### src/oita_pkg.sv
`timescale 1ns / 1ps
// ----------------------------------------------------------------------------
// oita_pkg
// Shared widths, operation codes and controller/datapath interface types for
// the object id table allocator.
// ----------------------------------------------------------------------------
package oita_pkg;

    localparam int DEF_ID_BITS = 16;
    localparam int FUNC_W      = 3;
    localparam int OBJ_ID_W    = 16;
    localparam int VALUE_W     = 32;

    localparam int S_FIELDS_W  = FUNC_W + OBJ_ID_W + 2 * VALUE_W;
    localparam int S_TDATA_W   = ((S_FIELDS_W + 7) / 8) * 8;
    localparam int M_FIELDS_W  = OBJ_ID_W + VALUE_W + 2;
    localparam int M_TDATA_W   = ((M_FIELDS_W + 7) / 8) * 8;

    localparam logic [FUNC_W-1:0] FUNC_ALLOC   = 3'd0;
    localparam logic [FUNC_W-1:0] FUNC_FREE    = 3'd1;
    localparam logic [FUNC_W-1:0] FUNC_GET     = 3'd2;
    localparam logic [FUNC_W-1:0] FUNC_SET     = 3'd3;
    localparam logic [FUNC_W-1:0] FUNC_CMPXCHG = 3'd4;

    localparam logic [VALUE_W-1:0] NULL_LINK = '1;

    typedef struct packed {
        logic init_wr;
        logic accept;
        logic exec;
    } oita_cmd_t;

    typedef struct packed {
        logic init_last;
        logic out_busy;
    } oita_sts_t;

endpackage

### src/oita_ctrl.sv
`timescale 1ns / 1ps
// ----------------------------------------------------------------------------
// oita_ctrl
// Sequencer: table init pass after reset, then accept / execute per word.
// ----------------------------------------------------------------------------
module oita_ctrl (
    input  logic                aclk,
    input  logic                aresetn,
    input  logic                s_tvalid,
    output logic                s_tready,
    output oita_pkg::oita_cmd_t cmd,
    input  oita_pkg::oita_sts_t sts
);
    import oita_pkg::*;

    localparam logic [1:0] ST_INIT = 2'd0;
    localparam logic [1:0] ST_IDLE = 2'd1;
    localparam logic [1:0] ST_EXEC = 2'd2;

    logic [1:0] state_reg, state_next;

    always_comb begin
        state_next  = state_reg;
        s_tready    = 1'b0;
        cmd.init_wr = 1'b0;
        cmd.accept  = 1'b0;
        cmd.exec    = 1'b0;
        case (state_reg)
            ST_INIT: begin
                cmd.init_wr = 1'b1;
                if (sts.init_last) begin
                    state_next = ST_IDLE;
                end
            end
            ST_IDLE: begin
                s_tready   = 1'b1;
                cmd.accept = s_tvalid;
                if (s_tvalid) begin
                    state_next = ST_EXEC;
                end
            end
            ST_EXEC: begin
                if (!sts.out_busy) begin
                    cmd.exec   = 1'b1;
                    state_next = ST_IDLE;
                end
            end
            default: begin
                state_next = ST_IDLE;
            end
        endcase
    end

    always_ff @(posedge aclk) begin
        if (!aresetn) begin
            state_reg <= ST_INIT;
        end else begin
            state_reg <= state_next;
        end
    end

`ifndef SYNTH
    a_accept_then_exec: assert property (@(posedge aclk) disable iff (!aresetn)
        cmd.accept |=> state_reg == ST_EXEC)
        else $error("accepted word did not move to execute");
    a_no_accept_in_init: assert property (@(posedge aclk) disable iff (!aresetn)
        cmd.init_wr |-> !s_tready && !cmd.accept && !cmd.exec)
        else $error("word taken during table init");
    a_exec_output_free: assert property (@(posedge aclk) disable iff (!aresetn)
        cmd.exec |-> !sts.out_busy)
        else $error("result overwrote a pending output word");
    a_exec_follows_accept: assert property (@(posedge aclk) disable iff (!aresetn)
        cmd.exec |-> state_reg == ST_EXEC)
        else $error("execute outside execute state");
`endif

endmodule

### config.mk
export PLATFORM = sky130hd
export DESIGN_NAME = oita_ctrl
export DESIGN_NICKNAME = d
export VERILOG_FILES = /design/src/oita_pkg.sv /design/src/oita_ctrl.sv
export SDC_FILE = /design/constraint.sdc
export NUM_CORES = 1
export LEC_CHECK = 0
export ABC_AREA = 1
export BUFFER_PORTS_ARGS = -buffer_cell sky130_fd_sc_hd__clkbuf_2
export CORE_AREA = 2 2 39 41
export DETAILED_ROUTE_END_ITERATION = 16
export DIE_AREA = 0 0 41 43
export PLACE_DENSITY = 0.32
export SLEW_MARGIN = 20
export SYNTH_ARGS = -nofsm -noshare
export SYNTH_HDL_FRONTEND = slang
export SYNTH_SLANG_ARGS = --single-unit
### constraint.sdc
create_clock -name aclk -period 0.8 [get_ports aclk]
set_input_delay 0.08 -clock aclk [delete_from_list [all_inputs] [get_ports aclk]]
set_output_delay 0.08 -clock aclk [all_outputs]
set_load 0.005 [all_outputs]
Word-level counts from Yosys, hierarchy flattened --
Index checks and enable logic that the tools add are counted.
Cells by class: multiplexer cells 9, equality and inequality tests 5, reduce and logical (&&, ||, !) cells 2
Operators with widths (count):
- two-way mux 2 bit | 3
- inequality test 2 bit (second input constant) | 3
- case mux 2 bit (3 select lines) | 1
- two-way mux 1 bit | 5
- AND reduction 3 bit | 1
- equality test 2 x 1 -> 1 bit (second input constant) | 1
- equality test 2 bit (second input constant) | 1
- logical NOT 2 bit | 1
Word-level totals: register bits after elaboration 2, output and inout bits 4, input bits 5

Longest topological paths before layout --
word-level depth 3, depth in mapped cells 4, gate-level depth less buffers 4

Least setup slack after synthesis --
Ideal clock, no wire load.
path type register -> register, start point register state_reg[0], end point register state_reg[0], data required time 690 ps, arrival time 623 ps, path slack 66 ps, library setup time 110 ps, stages on the path, launching flop included 5, buffers on the path 0, cell sequence dfxtp_1 -> nor2_1 -> nand2_1 -> nand2_1 -> nor2_2
Between the ends: longest elaborated chain between the ends 3
Ends and longest elaborated chain:
- from (decl) | RTL line oita_ctrl.sv:20 | logic [1:0] state_reg, state_next;
- from (signal assigned) | RTL line oita_ctrl.sv:58 | state_reg <= state_next;
- equality test 2 bit (tied with other cells) | RTL line oita_ctrl.sv:28 | case (state_reg)
- inequality test 2 bit (no source line)
- AND reduction 3 bit (no source line)
Parallel ways exist; a longest one is shown, timed or not. A chain may end at the register's enable or synchronous reset.

==> flow_metrics.tcl <==
set metrics [dict create \
    status "complete, but fails checks" \
    violations "negative setup slack" \
    setup_violations 4 \
    fin_nets 37 \
    use_met3_pct 3.14 \
    drv_slew 0 \
    max-slew-margin-rel_pct 91.2 \
    vdd_drop_max_mv 0.305 \
    p_leak_nw 0.127 \
    hold_class "primary input to flip-flop" \
    hold_violations 0 \
    final_common_cell "clkbuf_2" \
    synth.distinct_cells 9 \
    syn-num-nets 23 \
    busiest_layer "met4" \
    synth-seq-area-share_pct 35.6 \
    cp-end-kind "primary output" \
    final_cell_area_um2 216 \
    routed_wl_um 295 \
    synth_top_family_by_area "simple AND/OR/NAND/NOR gates" \
    ys_seq_elements 2 \
    required_ns 0.72 \
    pre_cts_slack_ns 0.0280 \
    synthAdderAreaFrac_pct 0 \
    max_freq_ghz 1.09 \
    place_inst 42 \
    min_from "aresetn" \
    drt_iter0_markers 4 \
    synth_xor_area_share_pct 0 \
    cap_violations 0 \
    placed_area_um2 173 \
    synth_compound_area_share_pct 4.44 \
    rsz0062_at_grt "yes" \
    fp.dieArea_um2 1760 \
    worstPathArrival_ns 0.84 \
    ios 9 \
    drc 0 \
    overflow 0 \
    die_w_um 41 \
    grt_max_degree 6 \
    synthMuxAreaShare_pct 0 \
    yosys_warnings 0 \
    fin_crit_ns 0.921 \
    cts_root_buf "clkbuf_4" \
    viasPerCell 3.13 \
    rows 14 \
    finalWeightedCongestion 0.593 \
    r2r_slack_ns 0 \
    first_pass_iters 4 \
    wl_per_cell_um 6.41 \
    setup_slack_ns -0.121 \
    holdPathStages 3 \
    period_share_pct 115 \
    start_util_pct 8.14 \
    avgSynthCellArea_um2 6.26 \
    synth_cells 18 \
    worstMarginPinSlew_ns 0.131 \
    via_count 144 \
    finClkSkew_ns 0.000200 \
    core_um2 1380 \
    insertion_delay_ns 0.22 \
    min_to "state_reg[1]" \
    slowest_stage "dfxtp_2" \
    fin_util_pct 15.6 \
    die_y_um 43 \
    area_growth_pct 92.2 \
    antenna_found_initial 0 \
    synth_top_area_cell "dfxtp_1" \
    r2r_cells 5 \
    cts_tree "done" \
    p_per_area_nw_per_um2 1930 \
    synth-simple-area-share_pct 40.0 \
    reg2reg_to "state_reg[0]" \
    stdcell_count 46 \
    clk_pin_slew_ns 0.03 \
    netlist_area_um2 113 \
    path_cells "nor3_2 -> buf_2" \
    cts_max_level 1 \
    ant_nets 0 \
    io_buffers 8 \
    largest_register_ffs 2 \
    met2_usage_pct 5.63 \
    cts_made_buffers 3 \
    reg2reg_from "state_reg[1]" \
    dp_hpwl_um 219 \
    drive_gt1_share_pct 66.7 \
    grt_pass1_wl_um 448 \
    worst-setup-path-type "flip-flop to primary output" \
    ys_top_cells_by_area "dfxtp_1 (36%), inv_1 (20%), nand2_1 (13%)" \
    grt_use_total_pct 4.82 \
    worst_setup_path_start_kind "flip-flop" \
    yosysTopAreaCellShare_pct 35.6 \
    diodes 0 \
    cpPeakStageDelay_ns 0.33 \
    cts_buffer_depth 2 \
    tns_ns -0.416 \
    final_cell_mix "clkbuf_2 (6), inv_1 (5), nand2_1 (3), clkbuf_4 (3)" \
    cts_sinks 2 \
    grt_pass1_vias 145 \
    path_max_fanout 5 \
    globalRouteMet1Util_pct 2.89 \
]
==> how the worst max path moves through the flow <==
stage	startpoint	end	slack (ns)	depth (start not counted)
5_1_grt	state_reg[0]	cmd[0]	-0.18	2
3_5_place_dp	state_reg[0]	state_reg[0]	0.03	4
6_report	state_reg[0]	cmd[0]	-0.12	2
3_3_place_gp	state_reg[0]	state_reg[0]	0.04	4
2_1_floorplan	state_reg[0]	state_reg[0]	0.07	4
4_1_cts	state_reg[1]	cmd[1]	-0.14	4
==> synth_stat cells, drive strengths merged <==
library cell and number:
dfxtp 2, inv 6, a21oi 1, nand2 4, nor2 2, nor3 1, nand3 2
==> final cells by class <==
| type | instances | area [um^2] |
|---|---|---|
| clock buffers | 3 | 22.5 |
| fillers | 171 | 1170 |
| inverters | 6 | 22.5 |
| multi-input cells | 10 | 61.3 |
| flip-flops and latches | 2 | 42.5 |
| well taps | 16 | 20.0 |
| repair buffers | 9 | 47.5 |
==> where the power goes <==
| part | switching, mW | internal, mW | leakage [nW] |
|---|---|---|---|
| Clock | 0.0608 | 0.166 | 0.0138 |
| Combinational | 0.0353 | 0.0364 | 0.0958 |
| Sequential | 0.00964 | 0.110 | 0.0172 |
| Total | 0.106 | 0.312 | 0.127 |
==> kinds of logic (layout without fill, tap and decap cells) <==
kind of cell / count (synthesis) / after routing
compound gates: 1 / 1
buf+inv: 6 / 18
flops: 2 / 2
simple gates: 9 / 9
==> per-layer routing <==
metal / up-vias / routed length (um)
li1: 76 / -
met5: - / 0
met4: 0 / 14
met2: 8 / 134
met3: 2 / 29
met1: 58 / 115
==> stage by stage <==
step	power (mW)	hold WS (ns)
3_5_place_dp	0.182	0.297
5_1_grt	0.451	0.0854
6_report	0.418	0.0782
4_1_cts	0.436	0.0551
2_1_floorplan	0.150	0.189
3_3_place_gp	0.182	0.293
==> critical path, delay by kind of cell, from the launching register on <==
family	cells	cell delay (ns)
flip-flops	1	0.33
AND/OR/NAND/NOR	1	0.16
buffers and inverters	1	0.13
==> timing repair <==
action,4_1_cts,5_1_grt
endpoints found under the setup margin,4,6
hold buffers,0,0
setup buffers,1,0
resized for setup,5,3
Note: power is estimated with default switching activity, not from simulation.
